<file path="config.mk">
export PLATFORM = sky130hd
export DESIGN_NAME = sgv_div_cell
export DESIGN_NICKNAME = d
export VERILOG_FILES = /design/src/design/sgv_pkg.sv /design/src/design/sgv_div_cell.sv
export SDC_FILE = /design/constraint.sdc
export NUM_CORES = 1
export LEC_CHECK = 0
export ABC_AREA = 1
export BUFFER_PORTS_ARGS = -buffer_cell sky130_fd_sc_hd__buf_2
export CAP_MARGIN = 20
export CORE_MARGIN = 4
export CORE_UTILIZATION = 45
export DETAILED_ROUTE_END_ITERATION = 8
export GPL_ROUTABILITY_DRIVEN = 0
export PLACE_DENSITY = 0.89
export SETUP_SLACK_MARGIN = 0.3
export SYNTH_ARGS = -nofsm -noshare
export SYNTH_HDL_FRONTEND = slang
export SYNTH_SLANG_ARGS = --single-unit
</file>
<file path="constraint.sdc">
create_clock -name i_clk -period 2.25 [get_ports i_clk]
set_input_delay 0.1125 -clock i_clk [delete_from_list [all_inputs] [get_ports i_clk]]
set_output_delay 0.1125 -clock i_clk [all_outputs]
set_load 0.005 [all_outputs]
</file>
<file path="src/design/sgv_pkg.sv">
// Shared types, constants and the arctangent table for the sphere grid vertex generator.
`timescale 1ns / 1ps
package sgv_pkg;

    localparam int DIV_W     = 11;  // divisor and remainder width
    localparam int DIV_STEPS = 43;  // quotient bits produced by the phase divider
    localparam int PH_W      = 32;  // phase width, 2^-32 turn per LSB
    localparam int CW        = 34;  // CORDIC datapath width, Q4.30
    localparam int IDX_W     = 11;
    localparam int CFG_IDX_W = 3;
    localparam int CFG_DW    = 32;

    localparam logic signed [CW-1:0] CORDIC_GAIN = 34'sd652032874;
    localparam logic signed [31:0]   ONE_Q30     = 32'sd1073741824;

    localparam logic [CFG_IDX_W-1:0] CFG_CENTER_X = 3'd0;
    localparam logic [CFG_IDX_W-1:0] CFG_CENTER_Y = 3'd1;
    localparam logic [CFG_IDX_W-1:0] CFG_CENTER_Z = 3'd2;
    localparam logic [CFG_IDX_W-1:0] CFG_RADIUS   = 3'd3;
    localparam logic [CFG_IDX_W-1:0] CFG_UDIV     = 3'd4;
    localparam logic [CFG_IDX_W-1:0] CFG_VDIV     = 3'd5;
    localparam logic [CFG_IDX_W-1:0] CFG_POLE     = 3'd6;

    typedef logic signed [CW-1:0] t_cval;

    typedef struct packed {
        logic at_north;
        logic at_south;
    } t_pole;

    // Rotation angle of CORDIC step k, in 2^-32 turn.
    function automatic t_cval atan_turn(input int k);
        t_cval a;
        case (k)
            0:  a = 34'sd536870912;
            1:  a = 34'sd316933406;
            2:  a = 34'sd167458907;
            3:  a = 34'sd85004756;
            4:  a = 34'sd42667331;
            5:  a = 34'sd21354465;
            6:  a = 34'sd10679838;
            7:  a = 34'sd5340245;
            8:  a = 34'sd2670163;
            9:  a = 34'sd1335087;
            10: a = 34'sd667544;
            11: a = 34'sd333772;
            12: a = 34'sd166886;
            13: a = 34'sd83443;
            14: a = 34'sd41722;
            15: a = 34'sd20861;
            16: a = 34'sd10430;
            17: a = 34'sd5215;
            18: a = 34'sd2608;
            19: a = 34'sd1304;
            20: a = 34'sd652;
            21: a = 34'sd326;
            22: a = 34'sd163;
            23: a = 34'sd81;
            24: a = 34'sd41;
            25: a = 34'sd20;
            26: a = 34'sd10;
            27: a = 34'sd5;
            28: a = 34'sd3;
            29: a = 34'sd1;
            30: a = 34'sd1;
            default: a = 34'sd0;
        endcase
        return a;
    endfunction

endpackage

</file>
<file path="src/design/sgv_div_cell.sv">
// One restoring-division cell: produces one quotient bit of the phase and hands on.
`timescale 1ns / 1ps
module sgv_div_cell (
    input  logic                          i_clk,
    input  logic                          i_en,
    input  logic [sgv_pkg::DIV_W-1:0]     i_rem,
    input  logic [sgv_pkg::DIV_STEPS-1:0] i_num,
    input  logic [sgv_pkg::PH_W-1:0]      i_quo,
    input  logic [sgv_pkg::DIV_W-1:0]     i_div,
    output logic [sgv_pkg::DIV_W-1:0]     o_rem,
    output logic [sgv_pkg::DIV_STEPS-1:0] o_num,
    output logic [sgv_pkg::PH_W-1:0]      o_quo,
    output logic [sgv_pkg::DIV_W-1:0]     o_div
);
    import sgv_pkg::*;

    logic [DIV_W:0]   w_trial;
    logic             w_fits;
    logic [DIV_W-1:0] n_rem;
    logic [DIV_W:0]   w_diff;

    logic [DIV_W-1:0]     r_rem;
    logic [DIV_STEPS-1:0] r_num;
    logic [PH_W-1:0]      r_quo;
    logic [DIV_W-1:0]     r_div;

    always_comb begin
        w_trial = {i_rem, i_num[DIV_STEPS-1]};
        w_diff  = w_trial - {1'b0, i_div};
        w_fits  = (w_trial >= {1'b0, i_div});
        // The remainder stays below the divisor, so it fits the narrow width.
        n_rem   = w_fits ? w_diff[DIV_W-1:0] : w_trial[DIV_W-1:0];
    end

    always_ff @(posedge i_clk) begin
        if (i_en) begin
            r_rem <= n_rem;
            r_num <= {i_num[DIV_STEPS-2:0], 1'b0};
            r_quo <= {i_quo[PH_W-2:0], w_fits};
            r_div <= i_div;
        end
    end

    assign o_rem = r_rem;
    assign o_num = r_num;
    assign o_quo = r_quo;
    assign o_div = r_div;

endmodule

</file>
# Word level (Yosys, flattened, before mapping)
# Cells that the tools add are included.
[op_classes] n_lt_le_gt_ge=1 n_addsub=1 mux=1
[op_table] op="$ge A12 B11 Y1" count=1
[op_table] op="$mux W11" count=1
[op_table] op="$sub A11 B11 Y11" count=1
[totals] input_bits=99 elab_cells=7 regBits=96 output_inout_bits=97

# Longest topological paths before layout
[depth] ltp_word=2 mapped_depth=11

# Least setup slack after synthesis
# No wires, ideal clock.
[synth_path] kind="input to register" startpoint="input i_num[42] (netlist name)" endpoint="register r_rem[2] (netlist: o_rem[2]), data pin" cell_stages=10 setup_slack_ns=0.614 setup_time_ns=0.254 t_arrival_ns=1.382 path_cell_list="inv_1 -> ha_1 -> fa_1 -> inv_1 -> nand3_1 -> nand3_2 -> nand2_4 -> nand4_4 -> buf_12 -> o21ai_2"
[synth_between] elab_chain_len=2 elab_cells_between_ends=3 cone_classes="1 x add/sub; 1 x order compare; 1 x mux"
[synth_rtl] element="from (decl)" line="sgv_div_cell.sv:7" source="input logic [sgv_pkg::DIV_STEPS-1:0] i_num,"
[synth_rtl] element="$ge A12 B11 Y1" line="sgv_div_cell.sv:30" source="w_fits = (w_trial >= {1'b0, i_div});"
[synth_rtl] element="via w_fits" line="sgv_div_cell.sv:18" source="logic w_fits;"
[synth_rtl] element="$mux W11" line="sgv_div_cell.sv:32" source="n_rem = w_fits ? w_diff[DIV_W-1:0] : w_trial[DIV_W-1:0];"
[synth_rtl] element="via n_rem[2]" line="sgv_div_cell.sv:19" source="logic [DIV_W-1:0] n_rem;"
[synth_rtl] element="to (signal assigned)" line="sgv_div_cell.sv:37" source="r_rem <= n_rem;"
[synth_rtl] element="to (decl)" line="sgv_div_cell.sv:22" source="logic [DIV_W-1:0] r_rem;"
# The timed path passes the listed nets, and every way through them passes these cells.
# A chain may end at the register's enable or synchronous reset.

# Worst setup path in the final report
[layout_path] startpoint="input i_div[1] (netlist name)" endpoint="register r_rem[0] (netlist: o_rem[0]), data pin"
[layout_between] elab_chain_len=2
[layout_rtl] element="from (decl)" line="sgv_div_cell.sv:9" source="input logic [sgv_pkg::DIV_W-1:0] i_div,"
[layout_rtl] element="$ge A12 B11 Y1" line="sgv_div_cell.sv:30"
[layout_rtl] element="$mux W11" line="sgv_div_cell.sv:32"
[layout_rtl] element="via n_rem[0]" line="sgv_div_cell.sv:19"
# The timed path passes the listed nets, and every way through them passes these cells.

==> results.cfg <==
[outcome]
outcome = complete, no violations

[drt]
met3_wirelength_mm = 1.60
wl_met1_mm = 4.91
post_drt_wl_per_cell_um = 21.8
drt_pass1_iterations = 5
dr_total_vias = 3460
wirelength_mm = 14.4
via_per_inst = 5.23
ant_nets = 0
drcViolationCount = 0
highest_layer = met4
first_iter_violations = 284
wl_met2_mm = 7.19

[cells_and_area]
drive_gt1_frac = 0.431
n_fill_cell = 491
layout.nets = 663
instances_no_fill = 662
area_growth_pct = 57.0
antenna_cells = 0

[sta]
rsz0062_at_grt = no
drv_slew = 0
finalSetupTns_ns = 0
finalSetupViolCount = 0
max_freq_ghz = 0.537
period_needed_ns = 1.86
period_share = 0.828
max_slew_margin = 0.598
hold_viol_final = 0
tightestPinTransition_ns = 0.603

[synthesis]
yosysUniqueCellTypes = 29
avgSynthCellArea_um2 = 14.7
synth_common_cells = edfxtp_1 (96), nand2_1 (54), inv_1 (36)
synth-seq-cells = 96
synthCells = 263
synth.area.top_cells = edfxtp_1 (75%), nand2_1 (5.3%), ha_1 (3.6%), inv_1 (3.5%), nand3_2 (1.8%)
synthArstFlopShare = 0
mappedNetlistArea_um2 = 3860
ys_seq_area_frac = 0.748
syn_nets = 374
synth_most_common_cell = edfxtp_1
yosysTopAreaCell = edfxtp_1
synth_edf_count = 96
yosysWarnings = 0
synth_flop_cell = edfxtp_1
synth_top_area_share = 0.748

[setup_path]
required_ns = 2.36
start_kind = primary input
end_kind = flip-flop
cp.arrival_ns = 1.97
critPathMaxStageDelay_ns = 0.54
crit_chain = dlygate4sd3_1 > buf_2 > fa_1 > inv_1 > nand3_2 > nand3_4 > nand2_4 > nand4_4 > o21ai_0
setup.worst_path.start = i_div[1]
critical_path_class = primary input to flip-flop
cp_slowest_cell = dlygate4sd3_1
cp_max_fo = 8

[die]
dieWidth_um = 101
die-area_um2 = 10100
io_pins = 196
start_util = 0.467
core_area_um2 = 8260
die_y_um = 101
rows = 33

[worst_hold_path]
min_from = i_rem[9]
hp-class = primary input to flip-flop

[placed_design]
dp.cells = 560
place.port_buffers = 193
dp_hpwl_mm = 8.12

[pwr]
p_leak_nw = 2.75
power_density_nw_per_um2 = 675
ir_drop_mv = 0.450

[global_route]
grt_pass1_vias = 3453
grt_pass1_wl_mm = 20.4
grt.overflow.total = 0
antenna_found_initial = 0
groute.usage.overall = 0.278
grt_max_degree = 44

[clock_tree]
tritoncts = built
root_buffer = clkbuf_8
cts_buffers = 9
clkTransAtPathRegs_ns = 0.10
cts_max_path_buffers = 2
cts_sinks = 96
htreeDepth = 3

[run]
max-cap-violations = 0
==> worst max-delay path, delay by kind of cell <==
kind	cells	cell delay (ns)
compound gates	1	0.10
fa+ha+maj	1	0.42
buf+inv	3	0.79
simple gates	4	0.53
==> cell type report <==
| class | instances | area, um2 | area share |
|---|---|---|---|
| tap | 105 | 131 | 0.0217 |
| timing repair buffer | 280 | 1860 | 0.307 |
| clock buffer | 10 | 128 | 0.0211 |
| clock inverter | 6 | 66.3 | 0.0110 |
| multi-input combinational | 128 | 852 | 0.141 |
| sequential | 96 | 2880 | 0.476 |
| inverter | 37 | 139 | 0.0229 |
==> cell families after synthesis <==
group | after synthesis | synth area share
other | 1 | 0.000972
XOR/XNOR | 3 | 0.00682
buffers and inverters | 40 | 0.0445
flip-flops | 96 | 0.748
AO/OA/AOI/OAI | 9 | 0.0156
AND/OR/NAND/NOR | 102 | 0.144
adder cells (fa/ha/maj) | 12 | 0.0409
==> what timing repair did <==
| action | CTS | global route |
|---|---|---|
| hold buffers | 84 | 0 |
| setup buffers | 0 | 1 |
| hold endpoints to repair | 84 | 0 |
| gates resized for setup | 0 | 8 |
| setup endpoints to repair | 0 | 11 |
==> flip-flops by register name, summed over array words and instances (netlist names) <==
register and count:
o_rem 11, o_div 11, o_num 42, o_quo 32
==> metrics by stage <==
step | util | total power [mW] | hold slack [ns] | worst slack (ns) | area [um2]
global placement | 0.601 | 2.76 | 0.290 | 0.366 | 4960
detailed placement | 0.601 | 2.79 | 0.291 | 0.321 | 4960
global route | 0.733 | 4.24 | 0.0901 | 0.307 | 6060
CTS | 0.726 | 3.99 | 0.0922 | 0.312 | 6000
finish | 0.733 | 4.09 | 0.109 | 0.388 | 6060
floorplan | - | 2.46 | 0.211 | 0.614 | 3860
==> final timing paths <==
kind	end	slack, ns	cells past startpoint
worst min-delay path	o_rem[10]	0.11	3
worst max-delay path	o_rem[0]	0.39	9
==> cell usage in the layout (no fill, tap or decap), types with 2 or more instances in the layout <==
| master | instances |
|---|---|
| a21oi_1 | 3 |
| buf_12 | 2 |
| buf_2 | 192 |
| buf_4 | 2 |
| clkbuf_8 | 9 |
| clkinvlp_4 | 2 |
| dlygate4sd3_1 | 84 |
| edfxtp_1 | 96 |
| ha_1 | 9 |
| ha_2 | 2 |
| inv_1 | 36 |
| inv_6 | 2 |
| nand2_1 | 53 |
| nand2_2 | 6 |
| nand3_1 | 6 |
| nand3_2 | 7 |
| nand3_4 | 2 |
| nand3b_1 | 4 |
| nand4_1 | 9 |
| nand4_4 | 2 |
| nor2_1 | 7 |
| nor2_4 | 3 |
| o21ai_0 | 2 |
| o21ai_2 | 3 |
| xor2_1 | 2 |
==> where the power goes <==
group	internal [mW]	switching, mW	total (mW)
Combinational	0.355	0.389	0.744
Clock	0.520	0.624	1.14
Sequential	2.15	0.0550	2.20
==> routing by layer <==
metal | global-route usage | vias up
met1 | 0.316 | 1628
met5 | 0 | -
met4 | 0.135 | 0
met2 | 0.473 | 286
met3 | 0.0907 | 52
li1 | - | 1494
Power figures use the tool's default switching activity.
