`src/design/sgv_pkg.sv`:
```
// Shared types, constants and the arctangent table for the sphere grid vertex generator.
`timescale 1ns / 1ps
package sgv_pkg;

    localparam int DIV_W     = 11;  // divisor and remainder width
    localparam int DIV_STEPS = 43;  // quotient bits produced by the phase divider
    localparam int PH_W      = 32;  // phase width, 2^-32 turn per LSB
    localparam int CW        = 34;  // CORDIC datapath width, Q4.30
    localparam int IDX_W     = 11;
    localparam int CFG_IDX_W = 3;
    localparam int CFG_DW    = 32;

    localparam logic signed [CW-1:0] CORDIC_GAIN = 34'sd652032874;
    localparam logic signed [31:0]   ONE_Q30     = 32'sd1073741824;

    localparam logic [CFG_IDX_W-1:0] CFG_CENTER_X = 3'd0;
    localparam logic [CFG_IDX_W-1:0] CFG_CENTER_Y = 3'd1;
    localparam logic [CFG_IDX_W-1:0] CFG_CENTER_Z = 3'd2;
    localparam logic [CFG_IDX_W-1:0] CFG_RADIUS   = 3'd3;
    localparam logic [CFG_IDX_W-1:0] CFG_UDIV     = 3'd4;
    localparam logic [CFG_IDX_W-1:0] CFG_VDIV     = 3'd5;
    localparam logic [CFG_IDX_W-1:0] CFG_POLE     = 3'd6;

    typedef logic signed [CW-1:0] t_cval;

    typedef struct packed {
        logic at_north;
        logic at_south;
    } t_pole;

    // Rotation angle of CORDIC step k, in 2^-32 turn.
    function automatic t_cval atan_turn(input int k);
        t_cval a;
        case (k)
            0:  a = 34'sd536870912;
            1:  a = 34'sd316933406;
            2:  a = 34'sd167458907;
            3:  a = 34'sd85004756;
            4:  a = 34'sd42667331;
            5:  a = 34'sd21354465;
            6:  a = 34'sd10679838;
            7:  a = 34'sd5340245;
            8:  a = 34'sd2670163;
            9:  a = 34'sd1335087;
            10: a = 34'sd667544;
            11: a = 34'sd333772;
            12: a = 34'sd166886;
            13: a = 34'sd83443;
            14: a = 34'sd41722;
            15: a = 34'sd20861;
            16: a = 34'sd10430;
            17: a = 34'sd5215;
            18: a = 34'sd2608;
            19: a = 34'sd1304;
            20: a = 34'sd652;
            21: a = 34'sd326;
            22: a = 34'sd163;
            23: a = 34'sd81;
            24: a = 34'sd41;
            25: a = 34'sd20;
            26: a = 34'sd10;
            27: a = 34'sd5;
            28: a = 34'sd3;
            29: a = 34'sd1;
            30: a = 34'sd1;
            default: a = 34'sd0;
        endcase
        return a;
    endfunction

endpackage

```
`src/design/sgv_cordic_cell.sv`:
```
// One CORDIC rotation cell with a fixed shift and angle.
`timescale 1ns / 1ps
module sgv_cordic_cell #(
    parameter int STAGE = 0
) (
    input  logic                i_clk,
    input  logic                i_en,
    input  sgv_pkg::t_cval      i_x,
    input  sgv_pkg::t_cval      i_y,
    input  sgv_pkg::t_cval      i_z,
    input  logic [1:0]          i_quad,
    output sgv_pkg::t_cval      o_x,
    output sgv_pkg::t_cval      o_y,
    output sgv_pkg::t_cval      o_z,
    output logic [1:0]          o_quad
);
    import sgv_pkg::*;

    localparam t_cval ANGLE = atan_turn(STAGE);

    t_cval w_xs, w_ys;
    t_cval n_x, n_y, n_z;
    t_cval r_x, r_y, r_z;
    logic [1:0] r_quad;

    always_comb begin
        w_xs = i_x >>> STAGE;
        w_ys = i_y >>> STAGE;
        if (!i_z[CW-1]) begin
            n_x = i_x - w_ys;
            n_y = i_y + w_xs;
            n_z = i_z - ANGLE;
        end else begin
            n_x = i_x + w_ys;
            n_y = i_y - w_xs;
            n_z = i_z + ANGLE;
        end
    end

    always_ff @(posedge i_clk) begin
        if (i_en) begin
            r_x    <= n_x;
            r_y    <= n_y;
            r_z    <= n_z;
            r_quad <= i_quad;
        end
    end

    assign o_x    = r_x;
    assign o_y    = r_y;
    assign o_z    = r_z;
    assign o_quad = r_quad;

endmodule

```
`config.mk`:
```
export PLATFORM = sky130hd
export DESIGN_NAME = sgv_cordic_cell
export DESIGN_NICKNAME = d
export VERILOG_FILES = /design/src/design/sgv_pkg.sv /design/src/design/sgv_cordic_cell.sv
export SDC_FILE = /design/constraint.sdc
export NUM_CORES = 1
export LEC_CHECK = 0
export ABC_CLOCK_PERIOD_IN_PS = 3350
export BUFFER_PORTS_ARGS = -buffer_cell sky130_fd_sc_hd__buf_2
export CAP_MARGIN = 20
export CORE_UTILIZATION = 56
export DETAILED_ROUTE_END_ITERATION = 8
export PLACE_DENSITY = 0.91
export SLEW_MARGIN = 20
export SYNTH_ARGS = -nofsm -noshare
export SYNTH_HDL_FRONTEND = slang
export SYNTH_SLANG_ARGS = --single-unit
```
`constraint.sdc`:
```
create_clock -name i_clk -period 3.35 [get_ports i_clk]
set_clock_uncertainty 0.15 [all_clocks]
set_input_delay 0.335 -clock i_clk [delete_from_list [all_inputs] [get_ports i_clk]]
set_output_delay 0.335 -clock i_clk [all_outputs]
set_load 0.05 [all_outputs]
```
Yosys cells after proc, flatten, opt, wreduce, memory -nomap -nowiden

Index checks and enable logic that the tools add are counted.
W data, S select, Z words.

Add/subtract/negate cells: 5
Reduce and logical (&&, ||, !) cells: 0
Multiply operators: 0
Muxes and demuxes: 3
Bitwise operators: 0
Equality and inequality tests: 0
Div/mod/pow operators: 0
$lt $le $gt $ge: 0
Shift-type cells: 0

Operators with widths:

| kind                     | count |
|---|---|
| $mux W34                 | 3 |
| $sub A34 B34 Y34         | 2 |
| $add A34 B31 Y34 const B | 1 |
| $add A34 B34 Y34         | 1 |
| $sub A34 B31 Y34 const B | 1 |

Memory bits (read-only): 0
Memories kept: 0
Bits of input ports: 106
Word-level logic and storage cells: 12
Register bits after elaboration: 104
RAM bits: 0
Latch bits: 0

Depth between registers and ports, before layout

Word-level depth: 2
Mapped depth: 12
Mapped depth without buffers: 12

Worst setup path after synthesis

Ideal clock, no wire load.

Path kind: input to register
From: input i_x[15]
To: register r_x[30] (netlist: o_x[30]), data pin
Buffers on the path: 0
Data required time: 2931 ps
Slack: 526 ps
Data arrival time: 2405 ps
Stages on the path: 11
Library setup time: 269 ps
Cell sequence: inv_1 > ha_1 > or3_4 > nor4_4 > o2111ai_2 > nand3_2 > o211ai_4 > o311ai_4 > a311oi_2 > a2bb2oi_2 > xor2_1

Cells in the longest elaborated chain, start to end: 2
Elaborated cells on any way between the ends: 3
Classes of those cells: add/sub: 2; mux: 1

Ends and longest elaborated chain:

| element                                                     | RTL line                                     | source |
|---|---|---|
| start: declaration                                          | sgv_cordic_cell.sv:8                         | `input sgv_pkg::t_cval i_x,` |
| $sub A34 B34 Y34 / $add A34 B34 Y34 (equally long branches) | sgv_cordic_cell.sv:30, sgv_cordic_cell.sv:34 |  |
| $mux W34 (*)                                                | sgv_cordic_cell.sv:29                        | `if (!i_z[CW-1]) begin` |
| named net n_x[30]                                           | sgv_cordic_cell.sv:22                        | `t_cval n_x, n_y, n_z;` |
| end signal: assignment                                      | sgv_cordic_cell.sv:42                        | `r_x <= n_x;` |
| end: declaration                                            | sgv_cordic_cell.sv:23                        | `t_cval r_x, r_y, r_z;` |

Mark *: on every way through the listed nets, which the timed path passes. The rest lies on a longest branch.
A chain may end at the register's enable or synchronous reset.

Worst setup path after layout

From: input i_x[3]
To: register r_x[33] (netlist: o_x[33]), data pin

Same word-level chain as after synthesis.

==> metrics.md <==
| Metric | Value |
|---|---|
| Post-Syn Instances | 1004 |
| Count of buffers added by post-CTS timing repair for setup | 0 |
| Filler instances | 1296 |
| Antenna violations before repair | 0 |
| Maximum Capacitance Violations | 0 |
| Drt first-iter violations | 920 |
| CP Cell Sequence | buf_2 -> inv_1 -> ha_1 -> nand3_1 -> o21bai_1 -> a31oi_1 -> nor2_1 -> o41ai_2 -> a21oi_1 -> nand2b_1 -> a31oi_1 -> xnor2_1 |
| Buffer depth of the longest clock path | 2 |
| Crit path required time | between 3 and 4 ns |
| Largest stage delay on the critical path | slightly below 0.5 ns |
| Final slew viol count | 0 |
| Starting density of the core | 0.5715 |
| Vias in the first global route | 8183 |
| Cell area after technology mapping | between 0.009 and 0.01 mm^2 |
| Tmin final | just over 3 ns |
| Largest delay contributor family on the critical path | compound AO/OA/AOI/OAI gates |
| Total number of clock tree sinks | 103 |
| Number of synthesized register bits | ~100 |
| Internal | between 2 and 3 mW |
| Total detailed-routing wirelength | 26.92 mm |
| Signed area change from the synthesized netlist to the final layout | 22.57% |
| Number of flops mapped to enable cells by yosys | about 100 |
| Vertical extent of the die | about 130 um |
| Total power draw | roughly 5.0 mW |
| Via count | 8707 |
| Clock tree root driver cell | sky130_fd_sc_hd__clkbuf_16 |
| Share of synthesized area occupied by flip-flops and latches | 0.3432 |
| Residual DRC | 0 |
| Final-layout worst hold slack | between 0.0015 and 0.002 ns |
| Cell total after placement | about 1400 |
| Horizontal die dimension | between 100 and 150 um |
| Residual antenna-violating net count after detailed routing | 0 |
| Clock tree from TritonCTS | built |
| Psw | 2.113 mW |
| Peak clock frequency supported by timing | approximately 320 MHz |
| Class of the worst hold path | input port to flop |
| Leakage | 4.999 nW |
| Iteration count of the initial detailed-routing pass | 6 |
| Final hold violation count | 0 |
| Relative slew margins | 0.4160 |
| Logic gate share of total power | 0.445 |
| Kind of start point of the critical path | input port |
| Switching Fraction | 0.4254 |
| Fraction of layout cells with a size suffix above 1 | 0.2369 |
| Final-report setup violation count | 0 |
| Cts repair resizes | 0 |
| Post-Syn Area per Cell | 8.976 um^2 |
| Areal power density over the cells | about 450 mW/mm^2 |
| Number of nets in the finished design | 1466 |
| Outcome | finished, final reports clean |
| GRT Residual Overflow | 0 |
| Synthesized net count | about 1200 |
| Final worst path period share | 0.9281 |
| DR vias/cell | between 5 and 6 |
| Final HPWL from detailed placement | between 20 and 25 mm |
| Most common cell after layout, fill and taps aside | sky130_fd_sc_hd__buf_2 |
| Placeable core region | approximately 0.016 mm^2 |
| Diode insertion count for antenna repair | 0 |
| Top library cells by usage in the layout, fill and taps aside | sky130_fd_sc_hd__buf_2 (208), sky130_fd_sc_hd__a21oi_1 (117), sky130_fd_sc_hd__inv_1 (108), sky130_fd_sc_hd__ha_1 (103), sky130_fd_sc_hd__edfxtp_1 (103) |
| Post-route cell area | about 0.011 mm^2 |
| Clock transition at the registers of the reported paths | around 0.08 ns |
| DIE AREA | 0.01660 mm^2 |
| Count of unique library cells instantiated by Yosys | 80 |
| Sort of element at the end of the critical path | flop |
| Number of CTS-inserted buffers | 9 |
| Port Buffers | 209 |
| Top_reg_cell synth | sky130_fd_sc_hd__edfxtp_1 |
| Clk network pwr share | 0.211 |
| Critical path class | input port to flop |
| Cell Area, Placed | 0.01053 mm^2 |
| Crit path top cell by count | sky130_fd_sc_hd__a31oi_1 |
| Highest fanout seen on the critical path | 12 |
| Setup repair after global routing missed its margin | no |
| Largest net degree at the start of global routing | 84 |
| # H-tree levels | 3 |
| Async SR Flop Fraction | 0 |
| First-pass GRT wire length | roughly 42 mm |
| Final Instance Count excl. Fillers | 1474 |
| Buf+Inv Stages, Crit Path | 2 |
| Average wire per cell in the routed design | between 15 and 20 um |
| Seq pwr share | 0.344 |
| Gr usage total | 0.3255 |
| Syn. warnings | 0 |
| Cell with the biggest individual delay on the critical path | sky130_fd_sc_hd__ha_1 |
| Data arrival time of the worst path | 3.07 ns |
| Number of top-level pins | 210 |
| Highest ir drop seen on vdd | approximately 0.00027 V |
| Final RePlAce weighted congestion | a little under 1 |
| Measured slew at the worst slew-check pin | 0.8760 ns |
| Count of standard-cell rows | 46 |
layout make-up:
type                       count  area [um^2]  area share
multi-input combinational    746         5308      0.4805
clock inverter                 7        58.81    0.005323
clock buffer                   9        225.2     0.02039
inverter                     112        420.4     0.03806
sequential                   103         3093      0.2800
tap                          216        270.3     0.02446
timing repair buffer         281         1672      0.1513
power groups by stage:
stage	clock [mW]	combinational (mW)	sequential [mW]
global route	1.09	2.35	1.73
finish	1.05	2.21	1.71
detailed placement	0	2.14	1.74
CTS	1.05	2.17	1.71
floorplan	0	0.883	2.38
global placement	0	2.12	1.73
logic make-up (layout without fill, tap and decap cells):
family,count (synthesis),in the layout,share of synthesized area
XOR/XNOR,68,68,0.06608
AND/OR/NAND/NOR,240,240,0.1309
multiplexers,10,10,0.01111
flip-flops,103,103,0.3432
buffers and inverters,155,409,0.06789
adder cells (fa/ha/maj),107,107,0.1519
AO/OA/AOI/OAI,321,321,0.2289
path summary, 6_finish.rpt:
check | from | end | slack, ns | cells after the start
setup / recovery | i_x[3] | o_x[33] | 0.24 | 12
hold / removal | i_z[18] | o_z[18] | 0.002 | 1
synthesized netlist by cell type (all sizes together) (9+ instances only):
master,instances,area (um^2)
nand3,26,135.1
nand2,44,165.2
xor2,9,78.83
a21o,18,136.4
nand2b,16,100.1
nand4,10,62.56
inv,109,409.1
nor3,19,95.09
o21ai,78,390.4
ha,103,1289
clkbuf,25,95.09
xnor2,59,516.8
a21oi,117,585.6
mux2i,10,100.1
a31oi,9,56.30
nor2b,12,75.07
o21bai,13,97.59
a211oi,11,95.09
o31ai,11,87.58
edfxtp,103,3093
nor2,79,296.5
buf,18,96.34
through the flow:
stage	TNS [ns]	util	worst slack, ns
after CTS	0	0.7005	0.3048
after global routing	0	0.7005	0.1211
after detailed placement	-0.07217	0.6679	-0.07217
after floorplan	0	-	0.5259
final	0	0.7005	0.2408
after global placement	0	0.6679	0.08305
timing repair:
action                                  in CTS  in global routing
hold endpoints to repair                    23                  0
hold buffers                                23                  0
endpoints found under the setup margin       0                  0
flip-flops by register name, indices dropped and copies added, names as in the netlist:
signal and count:
o_x 34, o_z 34, o_y 33, o_quad 2
metal layers:
metal | part of all wire | vias up | global-route usage | wire, um
li1 | - | 4073 | - | -
met1 | 0.42 | 4024 | 0.4444 | 11250
met2 | 0.46 | 529 | 0.5218 | 12390
met3 | 0.090 | 81 | 0.04532 | 2416
met4 | 0.032 | 0 | 0.1301 | 867
met5 | 0 | - | 0 | 0
Note: power is estimated with default switching activity, not from simulation.
